[src/hdl/fifo_mutex_lock_unit_core_macros.svh]
// Assertion macros for the lock unit
`ifndef FIFO_MUTEX_LOCK_UNIT_CORE_MACROS_SVH
`define FIFO_MUTEX_LOCK_UNIT_CORE_MACROS_SVH

`ifndef SYNTHESIS

`define FMLU_ASSERT(name, clk, rst_n, prop) \
	name: assert property (@(posedge clk) disable iff (!rst_n) prop) \
		else $error("fmlu assertion failed");

`define FMLU_ASSERT_ALWAYS(name, clk, prop) \
	name: assert property (@(posedge clk) prop) \
		else $error("fmlu assertion failed");

`else

`define FMLU_ASSERT(name, clk, rst_n, prop)

`define FMLU_ASSERT_ALWAYS(name, clk, prop)

`endif

`endif

[src/hdl/fmlu_pkg.sv]
package fmlu_pkg;

	localparam int OP_W      = 1;
	localparam int IDX_W     = 2;
	localparam int ID_W      = 4;
	localparam int OUTCOME_W = 3;

	localparam logic [OP_W-1:0] OP_WAIT   = 1'b0;
	localparam logic [OP_W-1:0] OP_SIGNAL = 1'b1;

	typedef enum logic [OUTCOME_W-1:0] {
		OUT_GRANTED  = 3'd0,
		OUT_QUEUED   = 3'd1,
		OUT_FULL     = 3'd2,
		OUT_HANDED   = 3'd3,
		OUT_RELEASED = 3'd4,
		OUT_IGNORED  = 3'd5
	} outcome_t;

	typedef enum logic [0:0] {
		ST_IDLE = 1'b0,
		ST_EXEC = 1'b1
	} ctrl_state_t;

	typedef struct packed {
		logic capture;
		logic commit;
	} dp_cmd_t;

endpackage

[src/hdl/fmlu_ctrl.sv]
`include "fifo_mutex_lock_unit_core_macros.svh"

module fmlu_ctrl (
	input  logic               clk,
	input  logic               arst_n,
	input  logic               in_valid,
	output logic               in_stall,
	output logic               out_valid,
	input  logic               out_stall,
	output fmlu_pkg::dp_cmd_t  cmd
);
	import fmlu_pkg::*;

	ctrl_state_t state_q;
	ctrl_state_t state_nx;
	logic        out_valid_q;
	logic        slot_free;

	assign slot_free = !out_valid_q || !out_stall;

	always_comb begin
		state_nx = state_q;
		case (state_q)
			ST_IDLE: begin
				if (in_valid) begin
					state_nx = ST_EXEC;
				end
			end
			ST_EXEC: begin
				if (slot_free) begin
					state_nx = ST_IDLE;
				end
			end
			default: begin
				state_nx = ST_IDLE;
			end
		endcase
	end

	always_comb begin
		in_stall    = 1'b1;
		cmd.capture = 1'b0;
		cmd.commit  = 1'b0;
		case (state_q)
			ST_IDLE: begin
				in_stall    = 1'b0;
				cmd.capture = in_valid;
			end
			ST_EXEC: begin
				cmd.commit = slot_free;
			end
			default: begin
				in_stall = 1'b1;
			end
		endcase
	end

	always_ff @(posedge clk or negedge arst_n) begin
		if (!arst_n) begin
			state_q     <= ST_IDLE;
			out_valid_q <= 1'b0;
		end else begin
			state_q <= state_nx;
			if (cmd.commit) begin
				out_valid_q <= 1'b1;
			end else if (!out_stall) begin
				out_valid_q <= 1'b0;
			end
		end
	end

	assign out_valid = out_valid_q;

	`FMLU_ASSERT(a_accept_to_exec, clk, arst_n, (in_valid && !in_stall) |=> (state_q == ST_EXEC))
	`FMLU_ASSERT(a_commit_slot_free, clk, arst_n, cmd.commit |-> (state_q == ST_EXEC && slot_free))
	`FMLU_ASSERT(a_commit_shows_beat, clk, arst_n, cmd.commit |=> out_valid)
	`FMLU_ASSERT(a_one_item_in_flight, clk, arst_n, (state_q == ST_EXEC) |-> (in_stall && !cmd.capture))

endmodule

[src/hdl/fmlu_dp.sv]
module fmlu_dp #(
	parameter int LOCK_COUNT      = 4,
	parameter int QUEUE_DEPTH     = 8,
	parameter int REQUESTER_COUNT = 16
) (
	input  logic                               clk,
	input  logic                               arst_n,
	input  fmlu_pkg::dp_cmd_t                  cmd,
	input  logic [fmlu_pkg::OP_W-1:0]          operation,
	input  logic [fmlu_pkg::IDX_W-1:0]         lock_index,
	input  logic [fmlu_pkg::ID_W-1:0]          requester_id,
	output logic [fmlu_pkg::OUTCOME_W-1:0]     outcome,
	output logic                               woken_valid,
	output logic [fmlu_pkg::ID_W-1:0]          woken_id
);
	import fmlu_pkg::*;

	localparam int LOCK_W = (LOCK_COUNT > 1) ? $clog2(LOCK_COUNT) : 1;
	localparam int Q_W    = $clog2(QUEUE_DEPTH);
	localparam int CNT_W  = $clog2(QUEUE_DEPTH + 1);

	logic [ID_W-1:0]   mem [LOCK_COUNT][QUEUE_DEPTH];

	logic              held_q  [LOCK_COUNT];
	logic [ID_W-1:0]   owner_q [LOCK_COUNT];
	logic [Q_W-1:0]    head_q  [LOCK_COUNT];
	logic [CNT_W-1:0]  count_q [LOCK_COUNT];

	logic [OP_W-1:0]   op_q;
	logic [LOCK_W-1:0] lk_q;
	logic [ID_W-1:0]   who_q;
	logic              ok_q;
	logic [ID_W-1:0]   rd_q;

	logic [OUTCOME_W-1:0] outcome_q;
	logic                 woken_valid_q;
	logic [ID_W-1:0]      woken_id_q;

	logic              ok_in;
	logic [LOCK_W-1:0] lk_in;

	logic              cur_held;
	logic [ID_W-1:0]   cur_owner;
	logic [Q_W-1:0]    cur_head;
	logic [CNT_W-1:0]  cur_count;
	logic [CNT_W:0]    tail_sum;
	logic [Q_W-1:0]    tail;
	logic [Q_W-1:0]    head_nx;
	outcome_t          res;

	assign ok_in = (32'(lock_index) < LOCK_COUNT) && (32'(requester_id) < REQUESTER_COUNT);
	assign lk_in = ok_in ? LOCK_W'(lock_index) : '0;

	assign cur_held  = held_q[lk_q];
	assign cur_owner = owner_q[lk_q];
	assign cur_head  = head_q[lk_q];
	assign cur_count = count_q[lk_q];

	assign tail_sum = (CNT_W+1)'(cur_head) + (CNT_W+1)'(cur_count);
	assign tail     = (tail_sum >= (CNT_W+1)'(QUEUE_DEPTH)) ?
		Q_W'(tail_sum - (CNT_W+1)'(QUEUE_DEPTH)) : Q_W'(tail_sum);
	assign head_nx  = (cur_head == Q_W'(QUEUE_DEPTH - 1)) ? '0 : cur_head + Q_W'(1);

	always_comb begin
		if (!ok_q) begin
			res = OUT_IGNORED;
		end else if (op_q == OP_WAIT) begin
			if (!cur_held) begin
				res = OUT_GRANTED;
			end else if (cur_count == CNT_W'(QUEUE_DEPTH)) begin
				res = OUT_FULL;
			end else begin
				res = OUT_QUEUED;
			end
		end else if (!cur_held || cur_owner != who_q) begin
			res = OUT_IGNORED;
		end else if (cur_count != '0) begin
			res = OUT_HANDED;
		end else begin
			res = OUT_RELEASED;
		end
	end

	always_ff @(posedge clk) begin
		if (cmd.capture) begin
			op_q  <= operation;
			lk_q  <= lk_in;
			who_q <= requester_id;
			ok_q  <= ok_in;
			rd_q  <= mem[lk_in][head_q[lk_in]];
		end
		if (cmd.commit && res == OUT_QUEUED) begin
			mem[lk_q][tail] <= who_q;
		end
		if (cmd.commit) begin
			outcome_q     <= res;
			woken_valid_q <= (res == OUT_HANDED);
			woken_id_q    <= (res == OUT_HANDED) ? rd_q : '0;
		end
	end

	always_ff @(posedge clk or negedge arst_n) begin
		if (!arst_n) begin
			for (int i = 0; i < LOCK_COUNT; i++) begin
				held_q[i]  <= 1'b0;
				owner_q[i] <= '0;
				head_q[i]  <= '0;
				count_q[i] <= '0;
			end
		end else if (cmd.commit) begin
			case (res)
				OUT_GRANTED: begin
					held_q[lk_q]  <= 1'b1;
					owner_q[lk_q] <= who_q;
				end
				OUT_QUEUED: begin
					count_q[lk_q] <= cur_count + CNT_W'(1);
				end
				OUT_HANDED: begin
					owner_q[lk_q] <= rd_q;
					head_q[lk_q]  <= head_nx;
					count_q[lk_q] <= cur_count - CNT_W'(1);
				end
				OUT_RELEASED: begin
					held_q[lk_q]  <= 1'b0;
					owner_q[lk_q] <= '0;
				end
				default: begin
					held_q[lk_q] <= cur_held;
				end
			endcase
		end
	end

	assign outcome     = outcome_q;
	assign woken_valid = woken_valid_q;
	assign woken_id    = woken_id_q;

endmodule

[src/hdl/fifo_mutex_lock_unit_core.sv]
// Bank of mutex locks, each with an owner and a FIFO of blocked requesters.
// Input channel (in_valid / in_stall): one beat carries operation (wait or
// signal), lock_index and requester_id. Output channel (out_valid /
// out_stall): one beat per input beat, carrying outcome, woken_valid and
// woken_id, in request order.
// The result beat is presented from the output register, which is loaded
// by the update step once the input beat has been captured.
// A new item is taken only after the previous one has been committed; the
// capture step reads the lock's queue head from its memory port, the update
// step updates that lock's state and loads the output register.
// While a result waits in the output register, the next item is taken and
// looked up; it completes once the waiting beat leaves. A stalled output
// holds its beat unchanged.
// Reset: all locks free, owners zero, queues empty; no clearing pass is run,
// so items can be taken as soon as reset is released.
module fifo_mutex_lock_unit_core #(
	parameter int LOCK_COUNT      = 4,
	parameter int QUEUE_DEPTH     = 8,
	parameter int REQUESTER_COUNT = 16
) (
	input  logic                           clk,
	input  logic                           arst_n,
	input  logic                           in_valid,
	output logic                           in_stall,
	input  logic [fmlu_pkg::OP_W-1:0]      operation,
	input  logic [fmlu_pkg::IDX_W-1:0]     lock_index,
	input  logic [fmlu_pkg::ID_W-1:0]      requester_id,
	output logic                           out_valid,
	input  logic                           out_stall,
	output logic [fmlu_pkg::OUTCOME_W-1:0] outcome,
	output logic                           woken_valid,
	output logic [fmlu_pkg::ID_W-1:0]      woken_id
);
	import fmlu_pkg::*;

	dp_cmd_t cmd;

	fmlu_ctrl u_ctrl (
		.clk       (clk),
		.arst_n    (arst_n),
		.in_valid  (in_valid),
		.in_stall  (in_stall),
		.out_valid (out_valid),
		.out_stall (out_stall),
		.cmd       (cmd)
	);

	fmlu_dp #(
		.LOCK_COUNT      (LOCK_COUNT),
		.QUEUE_DEPTH     (QUEUE_DEPTH),
		.REQUESTER_COUNT (REQUESTER_COUNT)
	) u_dp (
		.clk          (clk),
		.arst_n       (arst_n),
		.cmd          (cmd),
		.operation    (operation),
		.lock_index   (lock_index),
		.requester_id (requester_id),
		.outcome      (outcome),
		.woken_valid  (woken_valid),
		.woken_id     (woken_id)
	);

endmodule

[config.mk]
export PLATFORM = sky130hd
export DESIGN_NAME = fifo_mutex_lock_unit_core
export DESIGN_NICKNAME = d
export VERILOG_FILES = /design/src/hdl/fmlu_pkg.sv /design/src/hdl/fmlu_ctrl.sv /design/src/hdl/fmlu_dp.sv /design/src/hdl/fifo_mutex_lock_unit_core.sv
export VERILOG_INCLUDE_DIRS = /design/src /design/src/hdl
export SDC_FILE = /design/constraint.sdc
export NUM_CORES = 1
export LEC_CHECK = 0
export BUFFER_PORTS_ARGS = -buffer_cell sky130_fd_sc_hd__buf_4
export CAP_MARGIN = 20
export CORE_ASPECT_RATIO = 0.7
export CORE_MARGIN = 2
export CORE_UTILIZATION = 35
export CTS_CLUSTER_SIZE = 24
export DETAILED_ROUTE_END_ITERATION = 8
export GPL_TIMING_DRIVEN = 0
export HOLD_SLACK_MARGIN = 0.06
export PLACE_DENSITY = 0.48
export SETUP_SLACK_MARGIN = 0.4
export SYNTH_ARGS = -nofsm -noshare
export SYNTH_HDL_FRONTEND = slang
export SYNTH_HIERARCHICAL = 1
export SYNTH_SLANG_ARGS = --single-unit
[constraint.sdc]
create_clock -name clk -period 4.2 [get_ports clk]
set_input_delay 0.42 -clock clk [delete_from_list [all_inputs] [get_ports clk]]
set_output_delay 0.42 -clock clk [all_outputs]
set_load 0.05 [all_outputs]
Yosys cells after proc, flatten, opt, wreduce, memory -nomap -nowiden
Memories as Yosys holds them, arrays and structs flattened.
Index checks and enable logic that the tools add are counted.
Widths: inputs -> output; s select.

word-level totals
  input bits = 11
  flip-flop bits (word level) = 69
  memories = 1
  logic and storage cells = 125
  output and inout bits = 10
  bits in writable memories = 128

memories
  memory    depth  bits a word  read ports  clocked after Yosys merged registers in  wr ports  line           source
  u_dp.mem  4      32           1           0                                        1         fmlu_dp.sv:22  logic [ID_W-1:0] mem [LOCK_COUNT][QUEUE_DEPTH];

cells by class
  reduce and logical (&&, ||, !) cells = 17
  magnitude comparators = 7
  equality and inequality tests = 7
  bitwise gates (word level) = 11
  multiplexer cells = 52
  add/subtract/negate cells = 5

operator list
  operator            number
  $bwmux 16           4
  $pmux 16 s3         1
  $mux 3              11
  $mux 32             1
  $mux 4              8
  $pmux 16 s2         1
  $and 16x16->16      1
  $bmux 4 s2          2
  $not 16->16         1
  $bmux 3 s2          2
  $bmux 4 s3          1
  $bwmux 12           1
  $demux 4 s3         1
  $pmux 4 s3          1
  $mux 1              11
  $demux 4 s2         1
  $ge 4x4->1 const B  2
  $not 3->4           2
  $reduce_and 2->1    4
  $demux 3 s2         1
  $eq 3x3->1 const B  2
  $ge 3x3->1 const B  2
  $not 2->3           2
  $add 3x4->5         1
  other kinds (29)    35

Depth between registers and ports, before layout
Gate-level depths: netlist of run 1.

  depth after elaboration = 13
  gate-level depth with buffers = 11

Modules after synthesis
Netlist of run 1, hierarchy kept.

by module, submodules not included
  module     area an instance (µm²)  instances  cells each
  fmlu_dp    8506.9                  1          507
  fmlu_ctrl  83.8                    1          6

Worst setup path before layout of run 1
No wires, ideal clock.

  kind = register -> register
  start point = reg u_dp.lk_q[0]
  end point = mem u_dp/mem[1][16] (netlist bit) (enable)
  library setup time = 0.329 ns
  path buffers = 2
  data required time = 3.871 ns
  stages on the path, launching flop included = 10
  period minus slack after synthesis = 3.124 ns
  arrival time = 2.795 ns
  path slack = 1.076 ns
  cells stage by stage = edfxtp_1 > buf_6 > clkbuf_1 > mux4_2 > ha_1 > inv_1 > fa_1 > nor3b_1 > nand2_1 > nor2_1

on the way
  cells in the longest elaborated chain, start to end = 13
  elaborated cells between the ends (all ways) = 37
  those cells by class = 2 x add/sub; 3 x order compare; 3 x eq/ne; 22 x mux; 2 x bitwise; 5 x reduce/logical

ends and longest elaborated chain
  item                                                                  line                          source
  start, declared                                                       fmlu_dp.sv:30                 logic [LOCK_W-1:0] lk_q;
  start signal, assigned                                                fmlu_dp.sv:87                 lk_q <= lk_in;
  $not 2->3 (implied by the code)                                       -
  $bmux 3 s2 or $bmux 4 s2 (tied branches)                              fmlu_dp.sv:56, fmlu_dp.sv:57
  $mux 3 (implied by the code) or $mux 4 (tied branches) (2 in series)  fmlu_dp.sv:56, fmlu_dp.sv:57
  $add 3x4->5                                                           fmlu_dp.sv:59                 assign tail_sum = (CNT_W+1)'(cur_head) + (CNT_W+1)'(cur_count);
  $ge 5x4->1 or $sub 3x1->3 (tied branches)                             fmlu_dp.sv:60, fmlu_dp.sv:61
  $mux 3                                                                fmlu_dp.sv:60                 assign tail = (tail_sum >= (CNT_W+1)'(QUEUE_DEPTH)) ?
  $not 3->4 (implied by the code)                                       fmlu_dp.sv:93                 mem[lk_q][tail] <= who_q;
  $ge 4x4->1 (implied by the code) or $lt 4x1->1 (tied branches)        fmlu_dp.sv:93
  $logic_and 1x1->1 (implied by the code)                               fmlu_dp.sv:93
  $mux 4 (implied by the code)                                          fmlu_dp.sv:93
  $demux 4 s3                                                           fmlu_dp.sv:93
  $mux 32 (implied by the code)                                         fmlu_dp.sv:93
  end, declared                                                         fmlu_dp.sv:22

Parallel ways exist; a longest one is shown, timed or not. The select of a mux whose other input is x is not followed.

Final worst setup path of run 1
  start point = reg u_dp.lk_q[1]
  end point = mem u_dp/mem[3][6] (netlist bit) (enable)

The elaborated chain is that of the path after synthesis.

==> results of run 1 <==
state kept, by name, summed over array words and instances (netlist names):
name	cells
u_ctrl/out_valid	1
u_ctrl/state_q	1
u_dp/count_q	16
u_dp/head_q	12
u_dp/held_q	4
u_dp/lk_q	2
u_dp/mem	128
u_dp/op_q	1
u_dp/outcome	3
u_dp/owner_q	16
u_dp/rd_q	4
u_dp/who_q	4
u_dp/woken_id	4
u_dp/woken_valid	1
routing by layer:
metal,up-vias,global-route usage (%)
met2,126,22.8
li1,2109,-
met5,-,0
met4,0,3.85
met3,10,4.26
met1,2508,25.2
placed cells by master, fill, tap and decap left out, types with 4 or more instances in the layout:
cell type / count
dfrtp_1: 50
buf_2: 6
mux4_2: 42
inv_6: 5
o31ai_1: 8
nor2_1: 26
nand2_1: 8
nand2b_1: 4
clkbuf_1: 9
buf_16: 4
mux2_2: 35
o21bai_1: 4
ha_1: 5
a211oi_1: 8
clkbuf_16: 17
edfxtp_1: 147
o21ai_0: 18
inv_1: 13
mux2i_1: 24
o211ai_1: 4
nor2b_1: 6
nor2_2: 14
nor3_1: 9
buf_4: 21
and3_1: 6
nand3_1: 8
final timing paths:
check,from,to,depth (start not counted)
setup / recovery,u_dp/lk_q[1],u_dp/mem[3][6],9
hold / removal,operation,u_dp/op_q,1
setup reg to reg,u_dp/lk_q[1],u_dp/mem[3][6],9
hold reg to reg,u_dp/owner_q[13],u_dp/owner_q[13],1
max in group asynchronous,arst_n,u_dp/count_q[8],2
min in group asynchronous,arst_n,u_dp/owner_q[2],2
what timing repair did:
action                                 in CTS  in global routing
resized for setup                           6                 14
setup endpoints to repair                 134                110
endpoints found under the hold margin      50                  0
hold buffers                                1                  0
gates cloned                                0                  0
kinds of logic (layout without fill, tap and decap cells):
group	Yosys count	in the layout	synth area share [%]
compound gates	60	60	4.82
xor+xnor	8	8	1.08
fa+ha+maj	6	6	0.961
buf+inv	35	93	1.69
flops	197	197	65.9
mux	106	106	19.4
simple gates	101	101	6.15
area by class of cell:
type / instances / area (um2) / share of cell area, %
Timing Repair Buffer: 27 / 289 / 2.92
Tap cell: 318 / 398 / 4.02
Buffer: 21 / 96.3 / 0.974
Clock inverter: 14 / 148 / 1.49
Sequential cell: 197 / 5670 / 57.3
Multi-Input combinational cell: 281 / 2820 / 28.5
Clock buffer: 17 / 425 / 4.30
Inverter: 14 / 52.6 / 0.531
stage by stage:
stage	cells	setup WS [ns]	utilization (%)
after floorplan	513	1.08	-
after global placement	851	0.0407	38.3
after detailed placement	856	-0.00619	38.7
after CTS	888	0.398	41.2
after global routing	889	0.392	41.4
final	889	0.545	41.4
power breakdown:
| group | internal, mW | total (mW) | switching, mW |
|---|---|---|---|
| Sequential | 2.34 | 2.46 | 0.122 |
| Clock | 0.879 | 1.60 | 0.720 |
| Combinational | 0.638 | 1.49 | 0.851 |
==> results.toml, run 1 <==
[drt]
via_per_inst = 5.35
firstDrtPassIters = 7
antenna_left = 0
routed-wl-met3_mm = 1.21
vias = 4753
top_layer_used = "met4"
drt-initial-drc-count = 441
drc_errors = 0
wl_per_cell_um = 22.3
wl_met2_mm = 8.36
wl_met1_mm = 10.1
drt_wl_total_mm = 19.8

[layout]
drive_above_1_share_pct = 30.1
fin_area_um2 = 9890
syn2layout_area_growth_pct = 15.1
antenna_cells = 0
fin_nets = 576
fill_cells = 2183

[critical_path]
critical_path.slowest_cell = "edfxtp_1"
rrSetupSlack_ns = 0.54
worst-setup-path-type = "flop to flop"
cp.arrival_ns = 3.75
cp_slowest_stage_delay_ns = 0.51
startpoint_type = "flop"
worst-path-max-fanout = 10
critPathCaptureType = "flop"
path_cells = "buf_2 > clkbuf_2 > mux4_2 > ha_1 > inv_1 > fa_1 > nor3_1 > nand2_1 > nor2_1"
cp.required_ns = 4.30
critPathBufInv = 3
cp_top_family = "simple AND/OR/NAND/NOR gates"

[global_routing]
grt_overflow = 0
grt_max_degree = 51
grt_antenna_before_repair = 0
grt_pass1_wl_mm = 30.2
grtUsageTotal_pct = 16.3
grt_pass1_vias = 4870

[die]
die_h_um = 135
dieWidth_um = 191
initial_utilization_pct = 36.0
rows = 47
core_um2 = 23900
io_pins = 21
die_area_um2 = 25800

[logic_synthesis]
yosys.area.top_type = "edfxtp_1"
synthTopCellsByArea = "edfxtp_1, dfrtp_1, mux4_2"
ys_warn_count = 6
avgSynthCellArea_um2 = 16.7
ys.flop_type = "edfxtp_1"
synth_area_um2 = 8590
synth.most_common_cell = "edfxtp_1"
ys_types = 56
ys_seq_elements = 197
synth_common_cells = "edfxtp_1, dfrtp_1, mux4_2"
async_flop_share_pct = 25.4
synth_top_area_share_pct = 51.4
synth.yosys.seq_area_share_pct = 65.9
synth.net_count = 530
postSynthCellCount = 513
synth_edf_count = 147

[timing]
hold_viol = 0
slew_headroom_pct = 32.7
hold_ws_ns = 0.165
fin_setup_tns_ns = 0
clock_skew_ns = 0.0125
setup_viol = 0
fmax_ghz = 0.274
fin_crit_sh_pct = 87.0
slew_violations = 0
fin_crit_ns = 3.66
worst_pin_slew_ns = 1.01
rsz0062_at_grt = "true"

[pwr]
peakVddDrop_mv = 0.302
total_power_mw = 5.54
powerDensity_nw_per_um2 = 561
leakage_nw = 3.43

[clock_network]
cts-buffers-inserted = 17
clockRootBuffer = "clkbuf_16"
postCtsSetupRepairBufs = 0
htree_levels = 4
insertion_delay_ns = 0.44
cts_tree = "yes"
cts_max_path_buffers = 2
clkTransAtPathRegs_ns = 0.07
cts_sinks = 197

[worst_hold_path]
holdCritPathClass = "input pin to flop"

[place]
placed_area_um2 = 9240
numPortBuffers = 20
detailed_place_hpwl_mm = 14.4
globalplace.congestion = 0.796

[flow_run]
drv_cap = 0

[status]
status = "finished clean"
(Power assumes the default switching activity.)
==> run 2: changes to the inputs <==
--- a/config.mk
+++ b/config.mk
@@ -15,6 +15,7 @@
 export DETAILED_ROUTE_END_ITERATION = 8
 export GPL_TIMING_DRIVEN = 0
 export HOLD_SLACK_MARGIN = 0.06
+export MAX_ROUTING_LAYER = met4
 export PLACE_DENSITY = 0.48
 export SETUP_SLACK_MARGIN = 0.4
 export SYNTH_ARGS = -nofsm -noshare
==> results.toml, run 2 (same netlist as run 1, synthesis figures left out) <==
[layout]
top_register = "u_dp/mem"
syn2layout_area_growth_pct = 15.1
largest_reg_flops = 128
fin_nets = 576
fin_area_um2 = 9890
reg_top3 = "u_dp/mem: 128 flops, u_dp/count_q: 16 flops, u_dp/owner_q: 16 flops"
drive_above_1_share_pct = 30.1
antenna_cells = 0
final_common_cell = "edfxtp_1"
fin_cells = 889
mostFrequentLayoutCells = "edfxtp_1, dfrtp_1, mux4_2, mux2_2, nor2_1"

[drt]
drt_wl_total_mm = 19.8
vias = 4756
drc_errors = 0
firstDrtPassIters = 5
antenna_left = 0
drt-initial-drc-count = 472
via_per_inst = 5.35
wl_per_cell_um = 22.3

[place]
place_inst = 856
placed_area_um2 = 9240
detailed_place_hpwl_mm = 14.4
globalplace.congestion = 0.808
numPortBuffers = 20

[flow_run]
drv_cap = 0

[critical_path]
worst-path-max-fanout = 10
cp.arrival_ns = 3.73
reg2regPathDepth = 10
rrSetupSlack_ns = 0.55
startpoint_type = "flop"
endpoint = "u_dp/mem[3][24]"
critPathCaptureType = "flop"
r2r-start = "u_dp/lk_q[1]"
worst-setup-path-type = "flop to flop"
cp-startpoint = "u_dp/lk_q[1]"
r2r_end = "u_dp/mem[3][24]"
cp.required_ns = 4.28

[global_routing]
grt_overflow = 0
grtUsageTotal_pct = 16.8
grt_pass1_vias = 4876
grt_antenna_before_repair = 0
grt_pass1_wl_mm = 30.2
grt_max_degree = 51

[pwr]
p_clk_share_pct = 28.9
seqPwrFrac_pct = 44.3
powerDensity_nw_per_um2 = 560
internal_power_mw = 3.85
p_switching_mw = 1.69
p_sw_share_pct = 30.5
leakage_nw = 3.43
total_power_mw = 5.54
combinationalPowerShare_pct = 26.8
peakVddDrop_mv = 0.300

[timing]
slew_violations = 0
hold_viol = 0
worst_pin_slew_ns = 0.998
hold_ws_ns = 0.162
fin_crit_ns = 3.65
setup_viol = 0
fmax_ghz = 0.274
rsz0062_at_grt = "true"
fin_crit_sh_pct = 86.9
clock_skew_ns = 0.0164
slew_headroom_pct = 33.4

[die]
dieWidth_um = 191
core_um2 = 23900
die_h_um = 135
initial_utilization_pct = 36.0
rows = 47
io_pins = 21
die_area_um2 = 25800

[clock_network]
cts_tree = "yes"
clockRootBuffer = "clkbuf_16"
cts_sinks = 197
htree_levels = 4
cts_max_path_buffers = 2
clkTransAtPathRegs_ns = 0.07
insertion_delay_ns = 0.43
cts-buffers-inserted = 17

[worst_hold_path]
holdCritPathClass = "input pin to flop"

[status]
status = "finished clean"
run 2: cell type report:
type	instances	area, um2
clock inverters	14	148
flip-flops and latches	197	5670
fillers	2183	14000
well taps	318	398
inverters	14	52.6
repair buffers	27	289
plain buffers	21	96.3
clock buffers	17	425
multi-input cells	281	2820
run 2: worst min path at each step:
| stage | slack, ns | cells after the start | to | from |
|---|---|---|---|---|
| floorplan | 0.12 | 0 | u_ctrl/out_valid | arst_n |
| global placement | 0.48 | 1 | u_dp/owner_q[6] | arst_n |
| detailed placement | 0.49 | 1 | u_dp/owner_q[7] | u_dp/owner_q[7] |
| CTS | 0.14 | 1 | u_dp/who_q[1] | requester_id[1] |
| global route | 0.13 | 1 | u_dp/op_q | operation |
| finish | 0.16 | 1 | u_dp/who_q[3] | requester_id[3] |
run 2: layer usage:
layer	wire (um)	GRT usage (%)
met2	8460	22.9
met5	0	-
met4	119	3.85
met3	1180	4.18
met1	10100	25.1
run 2: worst max-delay path, stage by stage, from the launching register on:
cell      delay (ns)
edfxtp_1        0.50
buf_2           0.39
mux2i_1         0.15
mux2_2          0.30
inv_1           0.21
ha_1            0.19
inv_1           0.05
fa_1            0.40
xnor2_1         0.34
nand4_1         0.31
nor2_1          0.45
run 2: power groups by stage:
stage               Clock (mW)  Combinational, mW  Sequential [mW]
floorplan                    0               1.00             2.51
global placement             0               1.40             2.51
detailed placement           0               1.46             2.51
CTS                       1.65               1.47             2.46
global route              1.72               1.60             2.48
finish                    1.60               1.49             2.46
run 2: stage by stage:
step,setup slack [ns],util (%),TNS (ns)
floorplan,1.08,-,0
global placement,0.0407,38.3,0
detailed placement,-0.00619,38.7,-0.0233
CTS,0.398,41.2,0
global route,0.389,41.4,0
finish,0.549,41.4,0
run 2: timing repair:
item,CTS,global route
setup endpoints to repair,134,112
hold endpoints to repair,50,0
buffers inserted,0,0
resized for setup,6,14
hold buffers,1,0
==> run 3: changes to the inputs <==
==> constraint.sdc (replaced) <==
create_clock -name clk -period 4.2 [get_ports clk]
set_input_delay 0.21 -clock clk [delete_from_list [all_inputs] [get_ports clk]]
set_output_delay 0.21 -clock clk [all_outputs]
set_load 0.05 [all_outputs]
==> results.toml, run 3 (same netlist as run 1, synthesis figures left out) <==
[critical_path]
cp_top_family = "simple AND/OR/NAND/NOR gates"
cp_slowest_stage_delay_ns = 0.51
worst-path-max-fanout = 10
worst-setup-path-type = "flop to flop"
critPathBufInv = 3
cp.required_ns = 4.30
critical_path.slowest_cell = "edfxtp_1"
startpoint_type = "flop"
critPathCaptureType = "flop"
path_cells = "buf_2 > clkbuf_2 > mux4_2 > ha_1 > inv_1 > fa_1 > nor3_1 > nand2_1 > nor2_2"
cp.arrival_ns = 3.75

[timing]
rsz0062_at_grt = "true"
fin_crit_sh_pct = 86.9
fin_crit_ns = 3.65
clock_skew_ns = 0.0116
slew_headroom_pct = 34.2
slew_violations = 0
worst_pin_slew_ns = 0.987
hold_ws_ns = 0.339
fmax_ghz = 0.274
hold_viol = 0
fin_setup_tns_ns = 0
setup_viol = 0

[place]
numPortBuffers = 20
detailed_place_hpwl_mm = 14.4
globalplace.congestion = 0.808
place_inst = 856
placed_area_um2 = 9240

[layout]
drive_above_1_share_pct = 29.7
fin_cells = 897
largest_reg_flops = 128
fin_nets = 584
final_common_cell = "edfxtp_1"
syn2layout_area_growth_pct = 16.1
mostFrequentLayoutCells = "edfxtp_1, dfrtp_1, mux4_2, mux2_2, nor2_1"
fin_area_um2 = 9970
reg_top3 = "u_dp/mem: 128 flops, u_dp/count_q: 16 flops, u_dp/owner_q: 16 flops"
fill_cells = 2176
top_register = "u_dp/mem"
antenna_cells = 0

[drt]
via_per_inst = 5.34
drt-initial-drc-count = 447
drc_errors = 0
wl_per_cell_um = 22.1
antenna_left = 0
firstDrtPassIters = 5
vias = 4787
drt_wl_total_mm = 19.8

[pwr]
powerDensity_nw_per_um2 = 557
p_clk_share_pct = 28.8
seqPwrFrac_pct = 44.3
leakage_nw = 3.46
p_sw_share_pct = 30.5
internal_power_mw = 3.86
peakVddDrop_mv = 0.301
combinationalPowerShare_pct = 26.9
p_switching_mw = 1.69

[die]
die_area_um2 = 25800
die_h_um = 135
dieWidth_um = 191
io_pins = 21
initial_utilization_pct = 36.0
core_um2 = 23900
rows = 47

[clock_network]
cts-buffers-inserted = 17
insertion_delay_ns = 0.43
clkTransAtPathRegs_ns = 0.07
cts_tree = "yes"
postCtsSetupRepairBufs = 0
htree_levels = 4
cts_sinks = 197
cts_max_path_buffers = 2
clockRootBuffer = "clkbuf_16"

[global_routing]
grt.busiest_layer = "met1"
grt_use_met2_pct = 22.9
grt_util_met3_pct = 4.18
grt_antenna_before_repair = 0
grt_overflow = 0
grtUsageTotal_pct = 16.8
grt_pass1_vias = 4884
grtUsageMet1_pct = 25.1
grt_max_degree = 51
grt_pass1_wl_mm = 30.2

[flow_run]
drv_cap = 0

[status]
status = "finished clean"

[worst_hold_path]
holdCritPathClass = "input pin to async pin"
-- run 3: cell count changes in the layout (fill, tap and decap cells not counted) --
cell and delta:
dlygate4sd3_1 +8
-- run 3: cell type report --
cell class,instances,area (um2),share of cell area (%)
Clock buffer,17,425,4.27
Buffer,21,96.3,0.966
Multi-Input combinational cell,281,2820,28.2
Tap cell,318,398,3.99
Inverter,14,52.6,0.527
Sequential cell,197,5670,56.8
Clock inverter,14,148,1.48
Timing Repair Buffer,35,369,3.70
-- run 3: power groups by stage --
| stage | clock [mW] | sequential (mW) | combinational [mW] |
|---|---|---|---|
| final | 1.60 | 2.46 | 1.49 |
| after global placement | 0 | 2.51 | 1.40 |
| after CTS | 1.65 | 2.46 | 1.47 |
| after detailed placement | 0 | 2.51 | 1.46 |
| after floorplan | 0 | 2.51 | 1.00 |
| after global routing | 1.72 | 2.48 | 1.60 |
-- run 3: path summary, 6_finish.rpt --
kind / to / start / cells past startpoint / slack, ns
worst max-delay path: u_dp/mem[0][22] / u_dp/lk_q[1] / 9 / 0.55
worst min-delay path: u_dp/owner_q[2] / arst_n / 2 / 0.34
worst max register to register: u_dp/mem[0][22] / u_dp/lk_q[1] / 9 / 0.55
worst min register to register: u_dp/owner_q[13] / u_dp/owner_q[13] / 1 / 0.51
max in group asynchronous: u_dp/count_q[8] / arst_n / 2 / 3.40
min in group clk: u_dp/op_q / in_valid / 2 / 0.34
-- run 3: worst register-to-register path: stages, from the launching register on --
cell	delay, ns
edfxtp_1	0.51
buf_2	0.40
clkbuf_2	0.35
mux4_2	0.42
ha_1	0.21
inv_1	0.06
fa_1	0.49
nor3_1	0.30
nand2_1	0.25
nor2_2	0.34
-- run 3: repair_timing --
action / 4_1_cts / 5_1_grt
hold buffers: 9 / 0
gates cloned: 0 / 0
hold endpoints to repair: 59 / 0
setup endpoints to repair: 134 / 112
gates resized for setup: 6 / 14
-- run 3: per-stage QoR --
stage | power (mW) | utilization [%] | setup WS, ns
finish | 5.55 | 41.8 | 0.549
global route | 5.81 | 41.8 | 0.389
CTS | 5.58 | 41.5 | 0.398
detailed placement | 3.97 | 38.7 | -0.00619
global placement | 3.91 | 38.3 | 0.0407
floorplan | 3.51 | - | 1.08
-- run 3: layer usage --
metal | share of wire (%) | wire (um)
met1 | 51 | 10100
met2 | 42 | 8330
met3 | 6.2 | 1220
met4 | 0.89 | 177
met5 | 0 | 0
